**config.mk**
```make
export PLATFORM = sky130hd
export DESIGN_NAME = byte_bit_difference_counter_core
export DESIGN_NICKNAME = d
export VERILOG_FILES = /design/src/hw/rtl/bbdc_pkg.sv /design/src/hw/rtl/bbdc_lane.sv /design/src/hw/rtl/bbdc_merge.sv /design/src/hw/rtl/bbdc_accum.sv /design/src/hw/rtl/byte_bit_difference_counter_core.sv
export VERILOG_INCLUDE_DIRS = /design/src /design/src/hw/rtl
export SDC_FILE = /design/constraint.sdc
export NUM_CORES = 1
export LEC_CHECK = 0
export CAP_MARGIN = 20
export CORE_ASPECT_RATIO = 1.5
export CORE_UTILIZATION = 60
export DETAILED_ROUTE_END_ITERATION = 16
export DONT_BUFFER_PORTS = 1
export HOLD_SLACK_MARGIN = 0.1
export PLACE_DENSITY = 0.81
export SYNTH_ARGS = -nofsm -noshare
export SYNTH_HDL_FRONTEND = slang
export SYNTH_SLANG_ARGS = --single-unit
```
**constraint.sdc**
```tcl
create_clock -name clk -period 19.9 [get_ports clk]
set_input_delay 0.995 -clock clk [delete_from_list [all_inputs] [get_ports clk]]
set_output_delay 0.995 -clock clk [all_outputs]
set_load 0.03 [all_outputs]
```
**src/hw/rtl/byte_bit_difference_counter_core_macros.svh**
```systemverilog
// ----------------------------------------------------------------------------
// Byte bit-difference counter assertion macros
// Concurrent assertion wrappers shared by the RTL; compiled out by NO_ASSERTIONS.
// ----------------------------------------------------------------------------
`ifndef BYTE_BIT_DIFFERENCE_COUNTER_CORE_MACROS_SVH
`define BYTE_BIT_DIFFERENCE_COUNTER_CORE_MACROS_SVH
`ifndef NO_ASSERTIONS
// same-cycle implication
`define BBDC_ASSERT_IMPLIES(label, clk, rst, ante, cons) \
  label: assert property (@(posedge clk) disable iff (rst) (ante) |-> (cons)) \
    else $error("bbdc: same-cycle check failed");
// next-cycle implication
`define BBDC_ASSERT_NEXT(label, clk, rst, ante, cons) \
  label: assert property (@(posedge clk) disable iff (rst) (ante) |=> (cons)) \
    else $error("bbdc: next-cycle check failed");
`else
`define BBDC_ASSERT_IMPLIES(label, clk, rst, ante, cons)
`define BBDC_ASSERT_NEXT(label, clk, rst, ante, cons)
`endif
`endif

```
**src/hw/rtl/bbdc_pkg.sv**
```systemverilog
// ----------------------------------------------------------------------------
// Byte bit-difference counter package
// Field widths, register indexes, pipeline control type and byte popcount.
// ----------------------------------------------------------------------------
package bbdc_pkg;

  // fixed field widths
  localparam int BYTE_W      = 8;
  localparam int STREAM_W    = 64;
  localparam int VALID_W     = 4;
  localparam int LIMIT_W     = 48;
  localparam int OUT_BYTES_W = 48;
  localparam int OUT_BITS_W  = 51;
  localparam int POP_W       = 4;

  // configuration port
  localparam int CFG_IDX_W  = 2;
  localparam int CFG_DATA_W = 48;

  localparam logic [CFG_IDX_W-1:0] CFG_CONSTANT_MODE = 2'd0;
  localparam logic [CFG_IDX_W-1:0] CFG_CONSTANT_BYTE = 2'd1;
  localparam logic [CFG_IDX_W-1:0] CFG_LENGTH_LIMIT  = 2'd2;

  // control carried along the pipeline
  typedef struct packed {
    logic valid;
    logic first;
  } stage_ctrl_t;

  // number of set bits in one byte
  function automatic logic [POP_W-1:0] ones_in_byte(input logic [BYTE_W-1:0] v);
    logic [POP_W-1:0] n;
    n = '0;
    for (int k = 0; k < BYTE_W; k++) begin
      n = n + POP_W'(v[k]);
    end
    return n;
  endfunction

endpackage

```
**src/hw/rtl/bbdc_lane.sv**
```systemverilog
// ----------------------------------------------------------------------------
// Byte bit-difference lane
// XORs one byte of stream A with its partner and counts the differing bits.
// ----------------------------------------------------------------------------
module bbdc_lane (
  input  logic [bbdc_pkg::BYTE_W-1:0] a_byte,
  input  logic [bbdc_pkg::BYTE_W-1:0] b_byte,
  input  logic                        constant_mode,
  input  logic [bbdc_pkg::BYTE_W-1:0] constant_byte,
  output logic                        differs,
  output logic [bbdc_pkg::POP_W-1:0]  ones
);
  import bbdc_pkg::*;

  logic [BYTE_W-1:0] partner;
  logic [BYTE_W-1:0] x;

  // partner byte is either the stream B lane or the configured constant
  assign partner = constant_mode ? constant_byte : b_byte;
  assign x       = a_byte ^ partner;
  assign differs = |x;
  assign ones    = ones_in_byte(x);

endmodule

```
**src/hw/rtl/bbdc_merge.sv**
```systemverilog
// ----------------------------------------------------------------------------
// Byte bit-difference lane merge stage
// Clamps the lane count and registers running prefix sums over the lanes.
// ----------------------------------------------------------------------------
module bbdc_merge #(
  parameter  int LANES = 8,
  localparam int LCW   = $clog2(LANES + 1),
  localparam int BCW   = $clog2(8 * LANES + 1)
) (
  input  logic                                   clk,
  input  logic                                   rst,
  input  logic                                   in_valid,
  input  logic                                   first_of_run,
  input  logic [bbdc_pkg::VALID_W-1:0]           valid_bytes,
  input  logic [LANES-1:0]                       lane_differs,
  input  logic [LANES-1:0][bbdc_pkg::POP_W-1:0]  lane_ones,
  input  logic                                   take,
  output logic                                   in_stall,
  output bbdc_pkg::stage_ctrl_t                  s1,
  output logic [LCW-1:0]                         s1_lanes,
  output logic [LANES:0][LCW-1:0]                s1_pre_bytes,
  output logic [LANES:0][BCW-1:0]                s1_pre_bits
);
  import bbdc_pkg::*;

  logic [LCW-1:0]             lanes_clamped;
  logic [LANES:0][LCW-1:0]    pre_bytes;
  logic [LANES:0][BCW-1:0]    pre_bits;
  logic                       load;

  // lane counts beyond the lane array use every lane
  assign lanes_clamped = (valid_bytes > VALID_W'(LANES)) ? LCW'(LANES)
                                                         : LCW'(valid_bytes);

  // prefix k holds the totals over lanes 0..k-1
  always_comb begin
    pre_bytes[0] = '0;
    pre_bits[0]  = '0;
    for (int k = 0; k < LANES; k++) begin
      pre_bytes[k+1] = pre_bytes[k] + LCW'(lane_differs[k]);
      pre_bits[k+1]  = pre_bits[k] + BCW'(lane_ones[k]);
    end
  end

  // stage advances whenever it is empty or the accumulator takes its contents
  assign load     = !s1.valid || take;
  assign in_stall = !load;

  always_ff @(posedge clk) begin
    if (rst) begin
      s1 <= '0;
    end else if (load) begin
      s1.valid <= in_valid;
      s1.first <= first_of_run;
    end
  end

  always_ff @(posedge clk) begin
    if (load && in_valid) begin
      s1_lanes     <= lanes_clamped;
      s1_pre_bytes <= pre_bytes;
      s1_pre_bits  <= pre_bits;
    end
  end

endmodule

```
**src/hw/rtl/bbdc_accum.sv**
```systemverilog
// ----------------------------------------------------------------------------
// Byte bit-difference accumulator
// Applies the length limit, adds the lane sums into saturating running totals.
// ----------------------------------------------------------------------------
`include "byte_bit_difference_counter_core_macros.svh"

module bbdc_accum #(
  parameter  int LANES       = 8,
  parameter  int COUNT_WIDTH = 48,
  localparam int LCW         = $clog2(LANES + 1),
  localparam int BCW         = $clog2(8 * LANES + 1)
) (
  input  logic                               clk,
  input  logic                               rst,
  input  bbdc_pkg::stage_ctrl_t              s1,
  input  logic [LCW-1:0]                     s1_lanes,
  input  logic [LANES:0][LCW-1:0]            s1_pre_bytes,
  input  logic [LANES:0][BCW-1:0]            s1_pre_bits,
  input  logic [bbdc_pkg::LIMIT_W-1:0]       length_limit,
  output logic                               take,
  output logic                               out_valid,
  input  logic                               out_stall,
  output logic [bbdc_pkg::OUT_BYTES_W-1:0]   total_bytes_compared,
  output logic [bbdc_pkg::OUT_BITS_W-1:0]    total_bits_compared,
  output logic [bbdc_pkg::OUT_BYTES_W-1:0]   total_bytes_differing,
  output logic [bbdc_pkg::OUT_BITS_W-1:0]    total_bits_differing,
  output logic                               limit_reached
);
  import bbdc_pkg::*;

  localparam int BITW = COUNT_WIDTH + 3;
  localparam int CMPW = (COUNT_WIDTH > LIMIT_W) ? COUNT_WIDTH : LIMIT_W;

  // running totals
  logic [COUNT_WIDTH-1:0] bytes_total;
  logic [COUNT_WIDTH-1:0] bytes_diff_total;
  logic [BITW-1:0]        bits_total;

  logic [COUNT_WIDTH-1:0] base_cmp;
  logic [COUNT_WIDTH-1:0] base_diff;
  logic [BITW-1:0]        base_bits;
  logic                   limit_nz;
  logic [CMPW:0]          room;
  logic                   room_neg;
  logic                   room_short;
  logic [LCW-1:0]         lanes_eff;
  logic [COUNT_WIDTH:0]   cmp_sum;
  logic [COUNT_WIDTH:0]   diff_sum;
  logic [BITW:0]          bits_sum;
  logic [COUNT_WIDTH-1:0] bytes_total_next;
  logic [COUNT_WIDTH-1:0] bytes_diff_total_next;
  logic [BITW-1:0]        bits_total_next;

  // first transaction of a run starts from zero
  assign base_cmp  = s1.first ? '0 : bytes_total;
  assign base_diff = s1.first ? '0 : bytes_diff_total;
  assign base_bits = s1.first ? '0 : bits_total;

  // room left under the limit; negative when the count is already past it
  assign limit_nz   = |length_limit;
  assign room       = {1'b0, CMPW'(length_limit)} - {1'b0, CMPW'(base_cmp)};
  assign room_neg   = room[CMPW];
  assign room_short = room_neg || (room[CMPW-1:0] < CMPW'(s1_lanes));

  always_comb begin
    if (!limit_nz || !room_short) begin
      lanes_eff = s1_lanes;
    end else if (room_neg) begin
      lanes_eff = '0;
    end else begin
      lanes_eff = room[LCW-1:0];
    end
  end

  // saturating adds of the selected prefix sums
  assign cmp_sum  = {1'b0, base_cmp} + (COUNT_WIDTH + 1)'(lanes_eff);
  assign diff_sum = {1'b0, base_diff} + (COUNT_WIDTH + 1)'(s1_pre_bytes[lanes_eff]);
  assign bits_sum = {1'b0, base_bits} + (BITW + 1)'(s1_pre_bits[lanes_eff]);

  assign bytes_total_next      = cmp_sum[COUNT_WIDTH]  ? '1 : cmp_sum[COUNT_WIDTH-1:0];
  assign bytes_diff_total_next = diff_sum[COUNT_WIDTH] ? '1 : diff_sum[COUNT_WIDTH-1:0];
  assign bits_total_next       = bits_sum[BITW]        ? '1 : bits_sum[BITW-1:0];

  // output register frees up when empty or when the result is taken
  assign take = !out_valid || !out_stall;

  always_ff @(posedge clk) begin
    if (rst) begin
      out_valid        <= 1'b0;
      bytes_total      <= '0;
      bytes_diff_total <= '0;
      bits_total       <= '0;
    end else if (take) begin
      out_valid <= s1.valid;
      if (s1.valid) begin
        bytes_total      <= bytes_total_next;
        bytes_diff_total <= bytes_diff_total_next;
        bits_total       <= bits_total_next;
      end
    end
  end

  // result fields come straight from the totals, which hold while stalled
  assign total_bytes_compared  = OUT_BYTES_W'(bytes_total);
  assign total_bits_compared   = OUT_BITS_W'({bytes_total, 3'b000});
  assign total_bytes_differing = OUT_BYTES_W'(bytes_diff_total);
  assign total_bits_differing  = OUT_BITS_W'(bits_total);
  assign limit_reached         = limit_nz && (CMPW'(bytes_total) >= CMPW'(length_limit));

  // checks
  `BBDC_ASSERT_NEXT(a_totals_hold, clk, rst, out_valid && out_stall, $stable(bytes_total) && $stable(bits_total))
  `BBDC_ASSERT_IMPLIES(a_diff_le_cmp, clk, rst, 1'b1, bytes_diff_total <= bytes_total)
  `BBDC_ASSERT_NEXT(a_limit_kept, clk, rst, take && s1.valid && !s1.first && limit_nz && (CMPW'(bytes_total) <= CMPW'(length_limit)), CMPW'(bytes_total) <= CMPW'($past(length_limit)))

endmodule

```
**src/hw/rtl/byte_bit_difference_counter_core.sv**
```systemverilog
// Path: a transaction passes the merge stage register, then the accumulator output register.
// Throughput: one transaction per cycle while out_stall does not hold the output; the limit
//   check, prefix select and saturating add of the running totals are combinational in the accumulator.
// Reset (rst, synchronous): clears the totals, the configuration registers and
//   both pipeline valid flags; no clearing pass is needed.
// ----------------------------------------------------------------------------
// Byte bit-difference counter core
// Parallel byte lanes compare stream A to stream B or a constant byte and
// feed a merge stage and a saturating accumulator of bytes compared and bytes and bits differing.
// ----------------------------------------------------------------------------
module byte_bit_difference_counter_core #(
  parameter int LANES       = 8,
  parameter int COUNT_WIDTH = 48
) (
  input  logic                                clk,
  input  logic                                rst,
  // configuration write port
  input  logic                                cfg_write_en,
  input  logic [bbdc_pkg::CFG_IDX_W-1:0]      cfg_index,
  input  logic [bbdc_pkg::CFG_DATA_W-1:0]     cfg_data,
  // input channel
  input  logic                                in_valid,
  output logic                                in_stall,
  input  logic                                first_of_run,
  input  logic [bbdc_pkg::STREAM_W-1:0]       stream_a_bytes,
  input  logic [bbdc_pkg::STREAM_W-1:0]       stream_b_bytes,
  input  logic [bbdc_pkg::VALID_W-1:0]        valid_bytes,
  // output channel
  output logic                                out_valid,
  input  logic                                out_stall,
  output logic [bbdc_pkg::OUT_BYTES_W-1:0]    total_bytes_compared,
  output logic [bbdc_pkg::OUT_BITS_W-1:0]     total_bits_compared,
  output logic [bbdc_pkg::OUT_BYTES_W-1:0]    total_bytes_differing,
  output logic [bbdc_pkg::OUT_BITS_W-1:0]     total_bits_differing,
  output logic                                limit_reached
);
  import bbdc_pkg::*;

  localparam int LCW = $clog2(LANES + 1);
  localparam int BCW = $clog2(8 * LANES + 1);

  // configuration registers
  logic               constant_mode;
  logic [BYTE_W-1:0]  constant_byte;
  logic [LIMIT_W-1:0] length_limit;

  always_ff @(posedge clk) begin
    if (rst) begin
      constant_mode <= 1'b0;
      constant_byte <= '0;
      length_limit  <= '0;
    end else if (cfg_write_en) begin
      unique case (cfg_index)
        CFG_CONSTANT_MODE: constant_mode <= cfg_data[0];
        CFG_CONSTANT_BYTE: constant_byte <= cfg_data[BYTE_W-1:0];
        CFG_LENGTH_LIMIT:  length_limit  <= cfg_data[LIMIT_W-1:0];
        default: ;
      endcase
    end
  end

  // per-lane compare
  logic [LANES-1:0]            lane_differs;
  logic [LANES-1:0][POP_W-1:0] lane_ones;

  for (genvar i = 0; i < LANES; i++) begin : g_lane
    bbdc_lane u_lane (
      .a_byte        (stream_a_bytes[BYTE_W*i +: BYTE_W]),
      .b_byte        (stream_b_bytes[BYTE_W*i +: BYTE_W]),
      .constant_mode (constant_mode),
      .constant_byte (constant_byte),
      .differs       (lane_differs[i]),
      .ones          (lane_ones[i])
    );
  end

  // merge stage
  stage_ctrl_t             s1;
  logic [LCW-1:0]          s1_lanes;
  logic [LANES:0][LCW-1:0] s1_pre_bytes;
  logic [LANES:0][BCW-1:0] s1_pre_bits;
  logic                    take;

  bbdc_merge #(
    .LANES (LANES)
  ) u_merge (
    .clk          (clk),
    .rst          (rst),
    .in_valid     (in_valid),
    .first_of_run (first_of_run),
    .valid_bytes  (valid_bytes),
    .lane_differs (lane_differs),
    .lane_ones    (lane_ones),
    .take         (take),
    .in_stall     (in_stall),
    .s1           (s1),
    .s1_lanes     (s1_lanes),
    .s1_pre_bytes (s1_pre_bytes),
    .s1_pre_bits  (s1_pre_bits)
  );

  // accumulator and result register
  bbdc_accum #(
    .LANES       (LANES),
    .COUNT_WIDTH (COUNT_WIDTH)
  ) u_accum (
    .clk                   (clk),
    .rst                   (rst),
    .s1                    (s1),
    .s1_lanes              (s1_lanes),
    .s1_pre_bytes          (s1_pre_bytes),
    .s1_pre_bits           (s1_pre_bits),
    .length_limit          (length_limit),
    .take                  (take),
    .out_valid             (out_valid),
    .out_stall             (out_stall),
    .total_bytes_compared  (total_bytes_compared),
    .total_bits_compared   (total_bits_compared),
    .total_bytes_differing (total_bytes_differing),
    .total_bits_differing  (total_bits_differing),
    .limit_reached         (limit_reached)
  );

endmodule
```
* Yosys cells after proc, flatten, opt, wreduce, memory -nomap -nowiden *
Cells that the tools add are included.

cells by class
  muxes and demuxes = 20
  bitwise logic cells = 8
  reduce and logical (&&, ||, !) cells = 26
  $lt $le $gt $ge = 4
  equality and inequality tests = 2
  add/sub/neg operators = 74

operators by type and width
  kind                number
  $add 4x1->4         54
  $mux 48             4
  $mux 51             2
  $add 48x4->49       2
  $mux 8              8
  $reduce_or 8->1     8
  $xor 8x8->8         8
  $add 51x7->52       1
  $sub 48x48->49      1
  $ge 48x48->1        1
  $lt 48x4->1         1
  $reduce_or 48->1    1
  $add 7x4->7         6
  $bmux 7 s4          1
  $add 1x1->2         9
  $bmux 4 s4          1
  $mux 4              3
  $reduce_and 2->1    4
  $mux 7              1
  $logic_not 1->1     6
  $add 4x4->5         1
  $lt 4x5->1 const B  1
  $gt 4x4->1 const B  1
  $logic_or 1x1->1    4
  other kinds (4)     5

storage, ports and cells
  output and inout bits = 201
  flip-flop bits (word level) = 293

* Longest topological paths before layout *
  depth in word-level cells = 16
  gate-level depth with buffers = 48

* Modules after synthesis *
A second synthesis with hierarchy kept.

second synthesis, totals
  cell total of the unflattened synthesis = 3047
  area total of the unflattened synthesis = 24989.0 µm²

by module, submodules not included
  module                            area each (µm²)  cells each  times used
  bbdc_accum                        15279.7          2199        1
  bbdc_merge                        4372.9           304         1
  bbdc_lane                         355.3            38          8
  byte_bit_difference_counter_core  2493.6           240         1

* Worst setup path before layout *
Ideal clock, no wire load.

  path type = register to register
  from = register, netlist name u_merge.s1[0]
  to = register u_accum.bytes_diff_total[18], in the netlist u_accum.total_bytes_differing[18]
  clock period less this slack = 9.582 ns
  path buffers = 11
  data arrival time = 9.504 ns
  cell stages (with the launch flop) = 45
  library setup time = 0.078 ns
  data required time = 19.822 ns
  setup slack = 10.318 ns
  cell sequence = dfxtp_1 inv_1 clkbuf_1 clkbuf_1 clkbuf_1 buf_1 buf_1 nand2_1 ha_1 o211ai_1 a21oi_4 or3_1 a22o_1 nor4_1 o2111ai_1 nor4_1 and4_1 nand4b_2 (+9 left out) fa_1 nor2b_1 o21ai_0 a21bo_2 nor3_2 nand2_1 nor2_1 nand3_1 or3_1 nor2_1 and3_1 clkbuf_1 nand3_1 o21ai_1 clkbuf_1 buf_2 a21oi_1 nor3_1

between the ends
  word-level cells in the longest chain between the ends = 11
  elaborated cells between the ends (all ways) = 13

RTL lines
  element                       RTL line          RTL
  $mux 48                       bbdc_accum.sv:55  assign base_cmp = s1.first ? '0 : bytes_total;
  $sub 48x48->49                bbdc_accum.sv:61  assign room = {1'b0, CMPW'(length_limit)} - {1'b0, CMPW'(base_cmp)};
  $lt 48x4->1                   bbdc_accum.sv:63  assign room_short = room_neg || (room[CMPW-1:0] < CMPW'(s1_lanes));
  $logic_or 1x1->1              bbdc_accum.sv:63
  $logic_not 1->1               bbdc_accum.sv:66  if (!limit_nz || !room_short) begin
  $logic_or 1x1->1              bbdc_accum.sv:66
  $mux 4                        bbdc_accum.sv:66
  $bmux 4 s4                    bbdc_accum.sv:77  assign diff_sum = {1'b0, base_diff} + (COUNT_WIDTH + 1)'(s1_pre_bytes[lanes_eff]);
  $mux 4 (implied by the code)  bbdc_accum.sv:77
  $add 48x4->49 *               bbdc_accum.sv:77
  $mux 48 *                     bbdc_accum.sv:81  assign bytes_diff_total_next = diff_sum[COUNT_WIDTH] ? '1 : diff_sum[COUNT_WIDTH-1:0];
  to (signal assigned)          bbdc_accum.sv:97  bytes_diff_total <= bytes_diff_total_next;
  to (decl)                     bbdc_accum.sv:36  logic [COUNT_WIDTH-1:0] bytes_diff_total;

Every way passes the cells marked *; elsewhere a longest branch is shown, timed or not. The select of a mux whose other input is x is not followed.
A chain may end at the register's enable or synchronous reset.

* Worst setup path after layout *
  from = register, netlist name u_merge.s1[0]
  to = register u_accum.bytes_diff_total[25], in the netlist u_accum.total_bytes_differing[25]

between the ends
  word-level cells in the longest chain between the ends = 11
  elaborated cells between the ends (all ways) = 13

RTL lines
  element                       RTL line
  $mux 48                       bbdc_accum.sv:55
  $sub 48x48->49                bbdc_accum.sv:61
  $lt 48x4->1                   bbdc_accum.sv:63
  $logic_or 1x1->1              bbdc_accum.sv:63
  $logic_not 1->1               bbdc_accum.sv:66
  $logic_or 1x1->1              bbdc_accum.sv:66
  $mux 4                        bbdc_accum.sv:66
  $bmux 4 s4                    bbdc_accum.sv:77
  $mux 4 (implied by the code)  bbdc_accum.sv:77
  $add 48x4->49 *               bbdc_accum.sv:77
  $mux 48 *                     bbdc_accum.sv:81

Marks and branches as above.

==> qor.csv <==
metric,value,unit
status,"complete, no violations",
Detail Route met3 WL,6880,µm
DR top layer,met4,
sequential area share after synthesis,0.277,
post-layout min period,11.15,ns
"Cell Area, Synth",23600,µm²
Met2 Wirelength,38800,µm
worst slew pin tran,1.37,ns
Top-Level Pins,389,
most frequent cell after synthesis,a21oi_1,
clk sink count,287,
Die X,164,µm
share of the synthesized area in the top cell type,0.176,
H-tree depth,1,
slew margin rel.,0.0788,
DRC,0,
Starting Density,0.611,
Crit-path slowest cell,nor4_2,
final setup skew,0.0146,ns
grt ovf,0,
Die ar.,40100,µm²
HPWL Detailed,59800,µm
post_cts resized,0,
Root Buffer,clkbuf_16,
vias in the first global route,22198,
All-Layer GR Usage,0.391,
max frequency,89.7,MHz
initial antenna violation count,3,
IO buf count,0,
first-pass GRT wire length,122000,µm
Cells after Synth,2975,
CTS tree,done,
startpoint types,flip-flop,
Crit path max-delay family,simple AND/OR/NAND/NOR gates,
"Avg Cell Area, Syn",7.93,µm²
Vias per Instance,6.80,
critical path's largest stage delay,0.71,ns
antenna-violating nets left,0,
Layout Nets,3241,
top post-synthesis cells by area,"dfxtp_1 (18%), edfxtp_1 (10%), ha_1 (9.8%), a21oi_1 (7.6%), nand2_1 (5.2%)",
layout cell share with drive strength beyond 1,0.0558,
unrepaired setup endpoints after global routing,no,
synth warn,0,
placer congestion estimate,1.08,
setup tns final,0,ns
"Primary FF master, synth",dfxtp_1,
Avg WL per Cell,23.9,µm
Yosys reg bits,287,
cts bufs inserted,29,
Post-synth ARST share,0,
CTS Hold Bufs,0,
vias,22720,
initial drt markers,2226,
crit path max fanout,65,
Post-synth EDFFs,80,
cell repeated most along the worst path,and3_1,
CP Capture Type,flip-flop,
Buf/Inv on CP,5,
worst hold path type,in -> reg,
CP arrival,11.64,ns
Placeable Area,38600,µm²
"Clk Latency, worst-skew pair",0.59,ns
WL final,79900,µm
first drt pass iteration count,6,
WL met1,26700,µm
CP Data Required Time,20.39,ns
Pins Over Slew Limit,0,
Crit Path Class,reg -> reg,
die height,245,µm
max-cap violation count,0,
FP Rows,88,
Final period util,0.560,
"Hold Violations, Final",0,
# Post-CTS Setup Buffers,0,
post-synth top area cell,dfxtp_1,
clk slew on worst S/H paths,0.06,ns
Setup-failing EPs final,0,
number of distinct library cells after synthesis,97,
Max Buffers Root-to-Sink,3,
"Area growth, synth to finish",3.32,%
most frequent cells after synthesis,"a21oi_1 (359), nand2_1 (328), dfxtp_1 (207)",
largest net degree at the start of global routing,148,
==> cell families (layout without fill, tap and decap cells) <==
group                      count (synthesis)  in the layout  synth area share
AOI/OAI and AO/OA                        886            886             0.233
xor gates and xnor gates                 152            152            0.0564
adders and majority gates                230            230             0.136
buffers and inverters                    397            267            0.0731
DFF                                      287            287             0.277
muxes                                     55             55            0.0240
other                                      1              4          0.000159
and+or+nand+nor                          967            967             0.201
==> worst register-to-register path: cells and delay by family, from the launching register on <==
kind / cells / cell delay, ns
adders and majority gates: 3 / 1.08
and+or+nand+nor: 17 / 5.13
buffers and inverters: 5 / 1.32
DFF: 1 / 0.63
AOI/OAI and AO/OA: 13 / 2.89
==> cell usage in the layout, fill, tap and decap left out, types with 13 or more instances in the layout <==
master,count
ha_1,185
o221a_2,19
buf_4,24
nand4_1,61
xor2_1,53
nand2_1,327
a21o_1,40
a22oi_1,17
dfxtp_1,206
a21oi_1,359
nor2b_1,57
nor2_1,178
fa_1,44
o211ai_1,17
a211oi_1,20
edfxtp_1,80
a31oi_1,50
o21a_1,29
nor4_1,41
nand2b_1,18
and2_1,18
and3_1,37
inv_1,184
o21ai_0,189
xnor2_1,99
o21ai_1,18
or3_1,18
clkbuf_16,29
mux2i_1,43
nor3_1,74
o31ai_1,13
nand3_1,74
==> worst paths after layout <==
path	from	to	slack (ns)	cells after the start
max	u_merge.s1[0]	u_accum.total_bytes_differing[25]	8.75	38
min	rst	u_accum.total_bytes_differing[21]	0.48	1
max reg2reg	u_merge.s1[0]	u_accum.total_bytes_differing[25]	8.75	38
min reg2reg	constant_byte[3]	constant_byte[3]	0.50	2
==> sequential cells by signal (all words and copies together) (netlist names), 2 cells and up <==
| name | count |
|---|---|
| u_accum.total_bits_differing | 51 |
| u_merge.s1_pre_bits | 50 |
| length_limit | 48 |
| u_accum.total_bytes_compared | 48 |
| u_accum.total_bytes_differing | 48 |
| u_merge.s1_pre_bytes | 26 |
| constant_byte | 8 |
| u_merge.s1_lanes | 4 |
| u_merge.s1 | 2 |
==> per-layer routing <==
metal / up-vias / GRT usage
li1: 10353 / -
met1: 10691 / 0.395
met2: 1263 / 0.669
met3: 413 / 0.0997
met4: 0 / 0.327
met5: - / 0
==> per-stage QoR <==
stage / std cells / cell area [µm²] / util / hold WS (ns) / setup WS, ns
after floorplan: 2977 / 23600 / - / 0.455 / 10.32
final: 3343 / 24400 / 0.631 / 0.482 / 8.75
after detailed placement: 3286 / 23400 / 0.606 / 0.478 / 8.96
after global routing: 3343 / 24400 / 0.631 / 0.460 / 7.92
after CTS: 3340 / 24300 / 0.630 / 0.456 / 8.94
after global placement: 3286 / 23400 / 0.606 / 0.468 / 9.24
==> area by class of cell <==
type	instances	area (µm²)
tap	495	619
sequential	287	6550
antenna	1	2.50
inverter	187	702
fill	3338	14300
clock inverter	9	93.8
timing repair buffer	26	213
clock buffer	45	837
multi-input combinational	2293	15400
Power is left out: the tool's default activity adds up to more than one toggle a clock period on the data nets, which glitch-free logic cannot reach.
